File: src/design/assert_macros.svh
// ----------------------------------------------------------------------------
// Assertion macros
// Shared concurrent assertion forms, clocked on clock and held off in reset.
// ----------------------------------------------------------------------------
`ifndef ASSERT_MACROS_SVH
`define ASSERT_MACROS_SVH

// Whenever ante holds on an edge, cons must hold on the same edge.
`define ASSERT_IMPLIES(label, ante, cons, msg) \
   label: assert property (@(posedge clock) disable iff (reset) (ante) |-> (cons)) \
      else $error(msg);

// cond must never hold on any edge.
`define ASSERT_NEVER(label, cond, msg) \
   label: assert property (@(posedge clock) disable iff (reset) !(cond)) \
      else $error(msg);

`endif

File: src/design/utf8d_pkg.sv
// ----------------------------------------------------------------------------
// utf8d_pkg
// Types and constants shared by the UTF-8 stream decoder modules.
// ----------------------------------------------------------------------------
package utf8d_pkg;

   localparam int CP_W  = 21;
   localparam int LEN_W = 3;

   // Byte classification limits
   localparam logic [7:0] ASCII_MAX    = 8'h7F;
   localparam logic [7:0] LEAD2_MIN    = 8'hC2;
   localparam logic [7:0] LEAD3_MIN    = 8'hE0;
   localparam logic [7:0] LEAD4_MIN    = 8'hF0;
   localparam logic [7:0] LEAD_BAD_MIN = 8'hF5;
   localparam logic [1:0] CONT_TAG     = 2'b10;

   // Surrogate range, rejected on completion
   localparam logic [CP_W-1:0] SURR_LO = 21'h00D800;
   localparam logic [CP_W-1:0] SURR_HI = 21'h00DFFF;

   // Sequence lengths
   localparam logic [LEN_W-1:0] LEN_ONE   = 3'd1;
   localparam logic [LEN_W-1:0] LEN_TWO   = 3'd2;
   localparam logic [LEN_W-1:0] LEN_THREE = 3'd3;
   localparam logic [LEN_W-1:0] LEN_FOUR  = 3'd4;

   // Decoder state carried between bytes
   typedef struct packed {
      logic [1:0]       pending;  // continuation bytes still expected, 0 = idle
      logic [CP_W-1:0]  acc;      // payload bits gathered so far
      logic [LEN_W-1:0] total;    // length of the open sequence
   } utf8d_state_type;

   // Result of one decoded byte
   typedef struct packed {
      logic             valid;
      logic [CP_W-1:0]  codepoint;
      logic [LEN_W-1:0] seq_length;
      logic             error;
   } utf8d_result_type;

   localparam utf8d_state_type STATE_IDLE = '{pending: 2'd0, acc: '0, total: '0};

endpackage

File: src/design/utf8d_decode.sv
// ----------------------------------------------------------------------------
// utf8d_decode
// Single-byte decode step: classifies one byte against the open sequence,
// produces the next decoder state and at most one result.
// ----------------------------------------------------------------------------
module utf8d_decode
   import utf8d_pkg::*;
(
   input  logic [7:0]       in_byte,
   input  utf8d_state_type  state_cur,
   output utf8d_state_type  state_nxt,
   output utf8d_result_type result
);

   logic [CP_W-1:0]  acc_shift;
   logic [1:0]       pending_dec;
   logic [LEN_W-1:0] fail_len;
   logic             is_surrogate;

   // Continuation path arithmetic
   assign acc_shift    = {state_cur.acc[CP_W-7:0], in_byte[5:0]};
   assign pending_dec  = state_cur.pending - 2'd1;
   assign fail_len     = state_cur.total - {1'b0, state_cur.pending} + LEN_ONE;
   assign is_surrogate = (acc_shift >= SURR_LO) && (acc_shift <= SURR_HI);

   always_comb begin
      state_nxt = state_cur;
      result    = '{valid: 1'b0, codepoint: '0, seq_length: LEN_ONE, error: 1'b0};

      if (state_cur.pending == 2'd0) begin
         // Idle: expect ASCII or a lead byte
         if (in_byte <= ASCII_MAX) begin
            result.valid     = 1'b1;
            result.codepoint = {{(CP_W-8){1'b0}}, in_byte};
         end else if (in_byte < LEAD2_MIN || in_byte >= LEAD_BAD_MIN) begin
            result.valid = 1'b1;
            result.error = 1'b1;
            state_nxt    = STATE_IDLE;
         end else if (in_byte < LEAD3_MIN) begin
            state_nxt.total   = LEN_TWO;
            state_nxt.pending = 2'd1;
            state_nxt.acc     = {{(CP_W-5){1'b0}}, in_byte[4:0]};
         end else if (in_byte < LEAD4_MIN) begin
            state_nxt.total   = LEN_THREE;
            state_nxt.pending = 2'd2;
            state_nxt.acc     = {{(CP_W-4){1'b0}}, in_byte[3:0]};
         end else begin
            state_nxt.total   = LEN_FOUR;
            state_nxt.pending = 2'd3;
            state_nxt.acc     = {{(CP_W-3){1'b0}}, in_byte[2:0]};
         end
      end else if (in_byte[7:6] != CONT_TAG) begin
         // Broken sequence: drop the byte and go idle
         result.valid      = 1'b1;
         result.error      = 1'b1;
         result.seq_length = fail_len;
         state_nxt         = STATE_IDLE;
      end else if (pending_dec != 2'd0) begin
         // Sequence still open
         state_nxt.acc     = acc_shift;
         state_nxt.pending = pending_dec;
      end else begin
         // Last continuation byte closes the sequence
         result.valid      = 1'b1;
         result.seq_length = state_cur.total;
         result.error      = is_surrogate;
         result.codepoint  = is_surrogate ? '0 : acc_shift;
         state_nxt         = STATE_IDLE;
      end
   end

endmodule

File: src/design/utf8_stream_decoder_unit.sv
// ----------------------------------------------------------------------------
// utf8_stream_decoder_unit
// Streaming UTF-8 decoder. Takes one raw byte per transaction and returns
// one result per finished or failed sequence: the codepoint, the bytes it
// used and an error flag. Bad lead bytes, broken continuations and
// surrogate values are reported with the flag set and codepoint zero; the
// failing byte is dropped and decoding restarts idle. While the output is
// not stalled, bytes are accepted at one per clock without gaps. A result
// is registered: the byte that completes it sits in the input register
// while the decode step runs against the sequence state, and the result
// register loads when the stage advances. The loop through the sequence
// state sets the rate. While a result waits at the output, one more byte
// can enter the input register; after that the input stalls until the
// result is taken.
// ----------------------------------------------------------------------------
`include "assert_macros.svh"

module utf8_stream_decoder_unit
   import utf8d_pkg::*;
(
   input  logic        clock,
   input  logic        reset,

   input  logic        req_tvalid,
   output logic        req_tready,
   input  logic [7:0]  req_tdata,   // [7:0] in_byte

   output logic        rsp_tvalid,
   input  logic        rsp_tready,
   output logic [23:0] rsp_tdata,   // [20:0] codepoint, [23:21] seq_length
   output logic        rsp_tuser    // [0] error
);

   logic             in_valid_ff;
   logic             in_valid_in;
   logic [7:0]       in_byte_ff;
   utf8d_state_type  state_ff;
   utf8d_state_type  state_in;
   utf8d_state_type  state_nxt;
   utf8d_result_type result;
   logic             rsp_valid_ff;
   logic             rsp_valid_in;
   logic [CP_W-1:0]  cp_ff;
   logic [LEN_W-1:0] len_ff;
   logic             err_ff;
   logic             out_free;
   logic             stage_fire;
   logic             req_take;
   logic             chk_cp_surr;
   logic             chk_len_ok;
   logic             chk_state_ok;

   // Handshake and stage advance
   assign out_free   = !rsp_valid_ff || rsp_tready;
   assign stage_fire = in_valid_ff && out_free;
   assign req_tready = !in_valid_ff || stage_fire;
   assign req_take   = req_tvalid && req_tready;

   // Decode step
   utf8d_decode u_decode (
      .in_byte   (in_byte_ff),
      .state_cur (state_ff),
      .state_nxt (state_nxt),
      .result    (result)
   );

   // Next values for the control registers
   always_comb begin
      in_valid_in  = req_take || (in_valid_ff && !stage_fire);
      state_in     = stage_fire ? state_nxt : state_ff;
      rsp_valid_in = stage_fire ? result.valid : (rsp_valid_ff && !rsp_tready);
   end

   // Control registers
   always_ff @(posedge clock) begin
      if (reset) begin
         in_valid_ff  <= 1'b0;
         rsp_valid_ff <= 1'b0;
         state_ff     <= STATE_IDLE;
      end else begin
         in_valid_ff  <= in_valid_in;
         rsp_valid_ff <= rsp_valid_in;
         state_ff     <= state_in;
      end
   end

   // Payload registers
   always_ff @(posedge clock) begin
      if (req_take) begin
         in_byte_ff <= req_tdata;
      end
      if (stage_fire && result.valid) begin
         cp_ff  <= result.codepoint;
         len_ff <= result.seq_length;
         err_ff <= result.error;
      end
   end

   assign rsp_tvalid = rsp_valid_ff;
   assign rsp_tdata  = {len_ff, cp_ff};
   assign rsp_tuser  = err_ff;

   // Check terms
   assign chk_cp_surr  = (cp_ff >= SURR_LO) && (cp_ff <= SURR_HI);
   assign chk_len_ok   = (len_ff >= LEN_ONE) && (len_ff <= LEN_FOUR);
   assign chk_state_ok = (state_ff.total >= LEN_TWO)
                         && ({1'b0, state_ff.pending} < state_ff.total);

   // Checks
   `ASSERT_IMPLIES(a_err_cp_zero, rsp_tvalid && rsp_tuser, cp_ff == '0, "error with codepoint")
   `ASSERT_IMPLIES(a_len_range, rsp_tvalid, chk_len_ok, "sequence length out of range")
   `ASSERT_IMPLIES(a_no_surrogate, rsp_tvalid && !rsp_tuser, !chk_cp_surr, "surrogate passed")
   `ASSERT_IMPLIES(a_state_sane, state_ff.pending != 2'd0, chk_state_ok, "bad pending count")

endmodule
File: config.mk
export PLATFORM = sky130hd
export DESIGN_NAME = utf8_stream_decoder_unit
export DESIGN_NICKNAME = d
export VERILOG_FILES = /design/src/design/utf8d_pkg.sv /design/src/design/utf8d_decode.sv /design/src/design/utf8_stream_decoder_unit.sv
export VERILOG_INCLUDE_DIRS = /design/src /design/src/design
export SDC_FILE = /design/constraint.sdc
export NUM_CORES = 1
export LEC_CHECK = 0
export ABC_AREA = 1
export BUFFER_PORTS_ARGS = -buffer_cell sky130_fd_sc_hd__buf_2
export CAP_MARGIN = 20
export CORE_MARGIN = 2
export CORE_UTILIZATION = 59
export DETAILED_ROUTE_END_ITERATION = 8
export GPL_TIMING_DRIVEN = 0
export PLACE_DENSITY = 0.91
export SETUP_SLACK_MARGIN = 0.15
export SYNTH_ARGS = -nofsm -noshare
export SYNTH_HDL_FRONTEND = slang
export SYNTH_SLANG_ARGS = --single-unit
File: constraint.sdc
create_clock -name clock -period 3.89 [get_ports clock]
set_input_delay 1.167 -clock clock [delete_from_list [all_inputs] [get_ports clock]]
set_output_delay 1.167 -clock clock [all_outputs]
set_load 0.01 [all_outputs]
; ---- Word-level counts from Yosys, hierarchy flattened
; Cells that the tools add are included.
[totals]
reg_bits = 55
wordCells = 60
[classes]
addsub = 3
order_cmp = 7
eq_ne = 3
mux = 20
reduce_logical = 18
[ops]
columns = operator, count
row1 = $mux 26, 6
row2 = $mux 21, 2
row3 = $mux 25, 1
row4 = $lt 8x8->1 const B, 3
row5 = $mux 23, 1
row6 = $mux 22, 1
row7 = $ge 21x16->1 const B, 1
row8 = $le 21x16->1 const B, 1
row9 = $ge 8x8->1 const B, 1
row10 = $le 8x7->1 const B, 1
row11 = $mux 8, 1
row12 = $logic_and 1x1->1, 6
row13 = $mux 1, 6
row14 = $logic_not 1->1, 4
row15 = $logic_or 1x1->1, 4
row16 = $mux 4, 1
row17 = $ne 2x2->1 const B, 2
row18 = $add 3x1->3 const B, 1
row19 = $mux 3, 1
row20 = $ne 3x1->1 const B, 1
row21 = $reduce_and 3->1, 1
row22 = $sub 3x2->3, 1
row23 = $logic_not 2->1, 1
row24 = $reduce_and 2->1, 1
row25 = other kinds (2), 2

; ---- Logic depth before layout (Yosys ltp)
[depth]
ltp_word = 7
mapped_depth = 10
ltp_nobuf = 9

; ---- By module
; Synthesis repeated with hierarchy kept, for this count alone.
[hier_totals]
hier_cells = 393
hier_area_um2 = 3220.6
[modules_own_cells]
columns = module, n_inst, cells_per_inst, area_each_um2, seq_area_each_um2
row1 = utf8_stream_decoder_unit, 1, 219, 2313.5, 1551.5
row2 = utf8d_decode, 1, 174, 907.1, 0.0

; ---- Worst setup path before layout
; No wires, ideal clock.
[synth_timing]
path_type = input to output
start = in rsp_tready
end = out req_tready
arrival_ns = 1.332
setup_slack_ns = 1.391
cell_stages = 2
n_path_buf = 0
cell_sequence = inv_2 > nand3_1
[synth_between]
elab_chain_len = 3
[synth_lines]
columns = item, line_no
row1 = "start, declared", utf8_stream_decoder_unit.sv:29  ; input logic rsp_tready,
row2 = $logic_or 1x1->1, utf8_stream_decoder_unit.sv:54  ; assign out_free = !rsp_valid_ff || rsp_tready;
row3 = $logic_and 1x1->1, utf8_stream_decoder_unit.sv:55  ; assign stage_fire = in_valid_ff && out_free;
row4 = $logic_or 1x1->1, utf8_stream_decoder_unit.sv:56  ; assign req_tready = !in_valid_ff || stage_fire;
row5 = "end, declared", utf8_stream_decoder_unit.sv:25  ; output logic req_tready,
; Every way passes these cells.

; ---- Worst setup path after layout
; Same ends and word-level chain as after synthesis.

==> impl_summary.log <==
[metrics] flip-flop and latch count after synthesis: 55
[metrics] most used cells in the layout excluding fill and tap cells: nand2_1 (44), buf_2 (41), edfxtp_1 (33), inv_1 (27), a21oi_1 (26)
[metrics] CTS tree: done
[metrics] sequential element share of the synthesized area: 0.603
[metrics] peak supply drop: 0.298 mV
[metrics] unique cell type count in the Yosys netlist: 31
[metrics] clock latency at the later pin of the worst-skew pair: 310 ps
[metrics] Async SR Flop Fraction: 0
[metrics] total number of vias: 1773
[metrics] Max Cap Violations: 0
[metrics] clock input transition at the sequential cells of the worst setup and hold paths: 90 ps
[metrics] start point of the critical path: rsp_tready
[metrics] width of the chip: 67.4 um
[metrics] WP data required: 2720 ps
[metrics] root cell of the clock tree: clkbuf_8
[metrics] Setup CP Type: in2out
[metrics] share of the clock period used by the worst path: 0.703
[metrics] total chip power: 1.07 mW
[metrics] number of synthesized flops with an enable pin: 33
[metrics] main combinational cell family by area after synthesis: simple AND/OR/NAND/NOR gates
[metrics] mean number of vias per cell: 5.21
[metrics] result of the run: completed
[metrics] maximum number of pins on one net before global-route repair: 26
[metrics] static leakage: 1.04 nW
[metrics] vias in the first global route: 1539
[metrics] core area: 3940 sq um
[metrics] final non-filler cell total: 340
[metrics] multiplexer share of the synthesized area: 0
[metrics] Synth Area in Compound Gates: 0.0991
[metrics] startpoint type of the worst setup path: input pin
[metrics] flop-to-flop setup slack: 1620 ps
[metrics] WL per Instance: 12.3 um
[metrics] I/O pin count: 39
[metrics] Initial Util: 0.602
[metrics] number of routed nets with antenna violations: 0
[metrics] number of levels the H-tree was split into: 2
[metrics] syn avg cell area: 9.73 sq um
[metrics] Antenna diodes: 0
[metrics] CP endpoint kind: primary output
[metrics] CTS Buf Count: 5
[metrics] Detailed Place HPWL: 3140 um
[metrics] leading cell type in the layout, fill and taps excluded: nand2_1
[metrics] filler cell count: 299
[metrics] Pre-Repair DR Iteration Count: 4
[metrics] post-CTS setup repair buffer count: 0
[metrics] clock sinks: 55
[metrics] Hold Path Class: reg2reg
[metrics] die outline area: 4550 sq um
[metrics] Worst Setup EP: req_tready
[metrics] unrepaired setup endpoints after global routing: no
[metrics] power per cell area: 392 nW/um^2
[metrics] final count of hold timing violations: 0
[metrics] number of nets in the final layout: 306
[metrics] Total Routed Length: 4180 um
[metrics] first-pass GRT wire length: 6840 um
[metrics] Mapped Nets: 261
[metrics] number of setup violations in the final report: 0
[metrics] maximum fanout along the worst path: 3
[metrics] combined global-route utilization of all metal layers: 0.207
[metrics] cts-stage hold buffer count: 0
[metrics] Row Count: 23
[metrics] max-slew violation count: 0
[metrics] number of port buffers: 38
[metrics] layout cells sized above 1: 0.262
[metrics] launch point of the worst reg-to-reg path: state_ff[24]
[metrics] upper clock frequency limit: 0.366 GHz
[metrics] GR Overflow Total: 0
[metrics] final clock skew: 12.0 ps
[metrics] placed instance count: 332
[metrics] antenna violations before repair: 0
[metrics] residual DRC count: 0
[metrics] violation count after the first detailed-routing iteration: 118
[metrics] Warnings, synthesis: 0
[metrics] clock tree buffer depth: 2
[metrics] xor and xnor area share after synthesis: 0
[metrics] total negative setup slack: 0 ps
[metrics] post-synth design cell area: 2370 sq um
[metrics] Primary FF master, synth: edfxtp_1
[metrics] Routability Congestion: 0.910
[metrics] worst max-slew margin expressed relative to the limit: 0.415
[metrics] basic-gate share of the synthesized area counting and, or, nand and nor cells: 0.198
[metrics] reg-to-reg endpoint: cp_ff[1]
[metrics] number of cells produced by synthesis: 244
[metrics] Worst Path Arrival: 1570 ps
[metrics] minimum clock period: 2730 ps
[metrics] Resized Gates After CTS: 0
[metrics] Worst-Margin Slew: 877 ps
[metrics] vertical die dimension: 67.4 um
[metrics] area added between synthesis and finish: 14.8%
[metrics] cell depth of the worst flop-to-flop path: 8
[metrics] Adder-Cell Fraction of Synth Area: 0.0263
registers in the layout, summed over array words and instances, names as in the netlist:
signal / flops
rsp_tvalid: 1
len_ff: 3
state_ff: 20
cp_ff: 21
in_byte_ff: 8
in_valid_ff: 1
rsp_tuser: 1
layout make-up:
type	instances	area, sq um	share of cell area
inverters	37	139	0.0510
multi-input cells	145	767	0.281
clock buffers	5	68.8	0.0253
plain buffers	7	37.5	0.0138
well taps	50	62.6	0.0230
repair buffers	38	190	0.0698
flip-flops and latches	55	1430	0.525
clock inverters	3	28.8	0.0106
stage by stage:
stage / setup WS [ps] / hold WS (ps) / cell area [sq um] / util
after global placement: 1170 / 455 / 2630 / 0.666
after global routing: 1100 / 496 / 2730 / 0.691
final: 1160 / 478 / 2730 / 0.691
after CTS: 1150 / 478 / 2730 / 0.691
after detailed placement: 1150 / 464 / 2630 / 0.666
after floorplan: 1390 / 443 / 2370 / -
critical path: stages:
cell,delay [ps]
buf_2,100
inv_2,40
nand3_1,90
buf_2,160
worst min-delay path by stage:
stage | cells after the start | slack, ps | end | start
2_1_floorplan | 2 | 440 | state_ff[2] | state_ff[2]
3_3_place_gp | 2 | 450 | state_ff[12] | state_ff[12]
3_5_place_dp | 2 | 460 | state_ff[12] | state_ff[12]
4_1_cts | 2 | 480 | state_ff[12] | state_ff[12]
5_1_grt | 2 | 500 | state_ff[12] | state_ff[12]
6_report | 2 | 480 | state_ff[12] | state_ff[12]
where the power goes:
group	switching, mW	total (mW)	internal (mW)
logic	0.0638	0.0955	0.0317
registers	0.0104	0.650	0.640
clock network	0.189	0.322	0.133
total	0.263	1.07	0.805
cells by family (layout without fill, tap and decap cells):
group           Yosys count  after routing
fa+ha+maj                 5              5
flops                    55             55
buf+inv                  44             90
simple gates             99             99
compound gates           41             41
synthesized netlist by cell type (all sizes together) (3+ instances only):
cell,n,area (sq um)
buf,6,33.8
dfxtp,22,440
nand3,15,85.1
a21boi,3,22.5
ha,5,62.6
nor3,3,20.0
o21ai,5,25.0
a21oi,28,148
inv,36,135
nand4,3,18.8
edfxtp,33,991
nor2,29,144
nand2,49,201
per-layer routing:
layer | share of wire | vias up | track usage
met3 | 0.065 | 11 | 0.0433
met2 | 0.48 | 67 | 0.324
met5 | 0 | - | 0
li1 | - | 898 | -
met4 | 0.028 | 0 | 0.112
met1 | 0.43 | 797 | 0.271
Note: power is estimated with default switching activity, not from simulation.
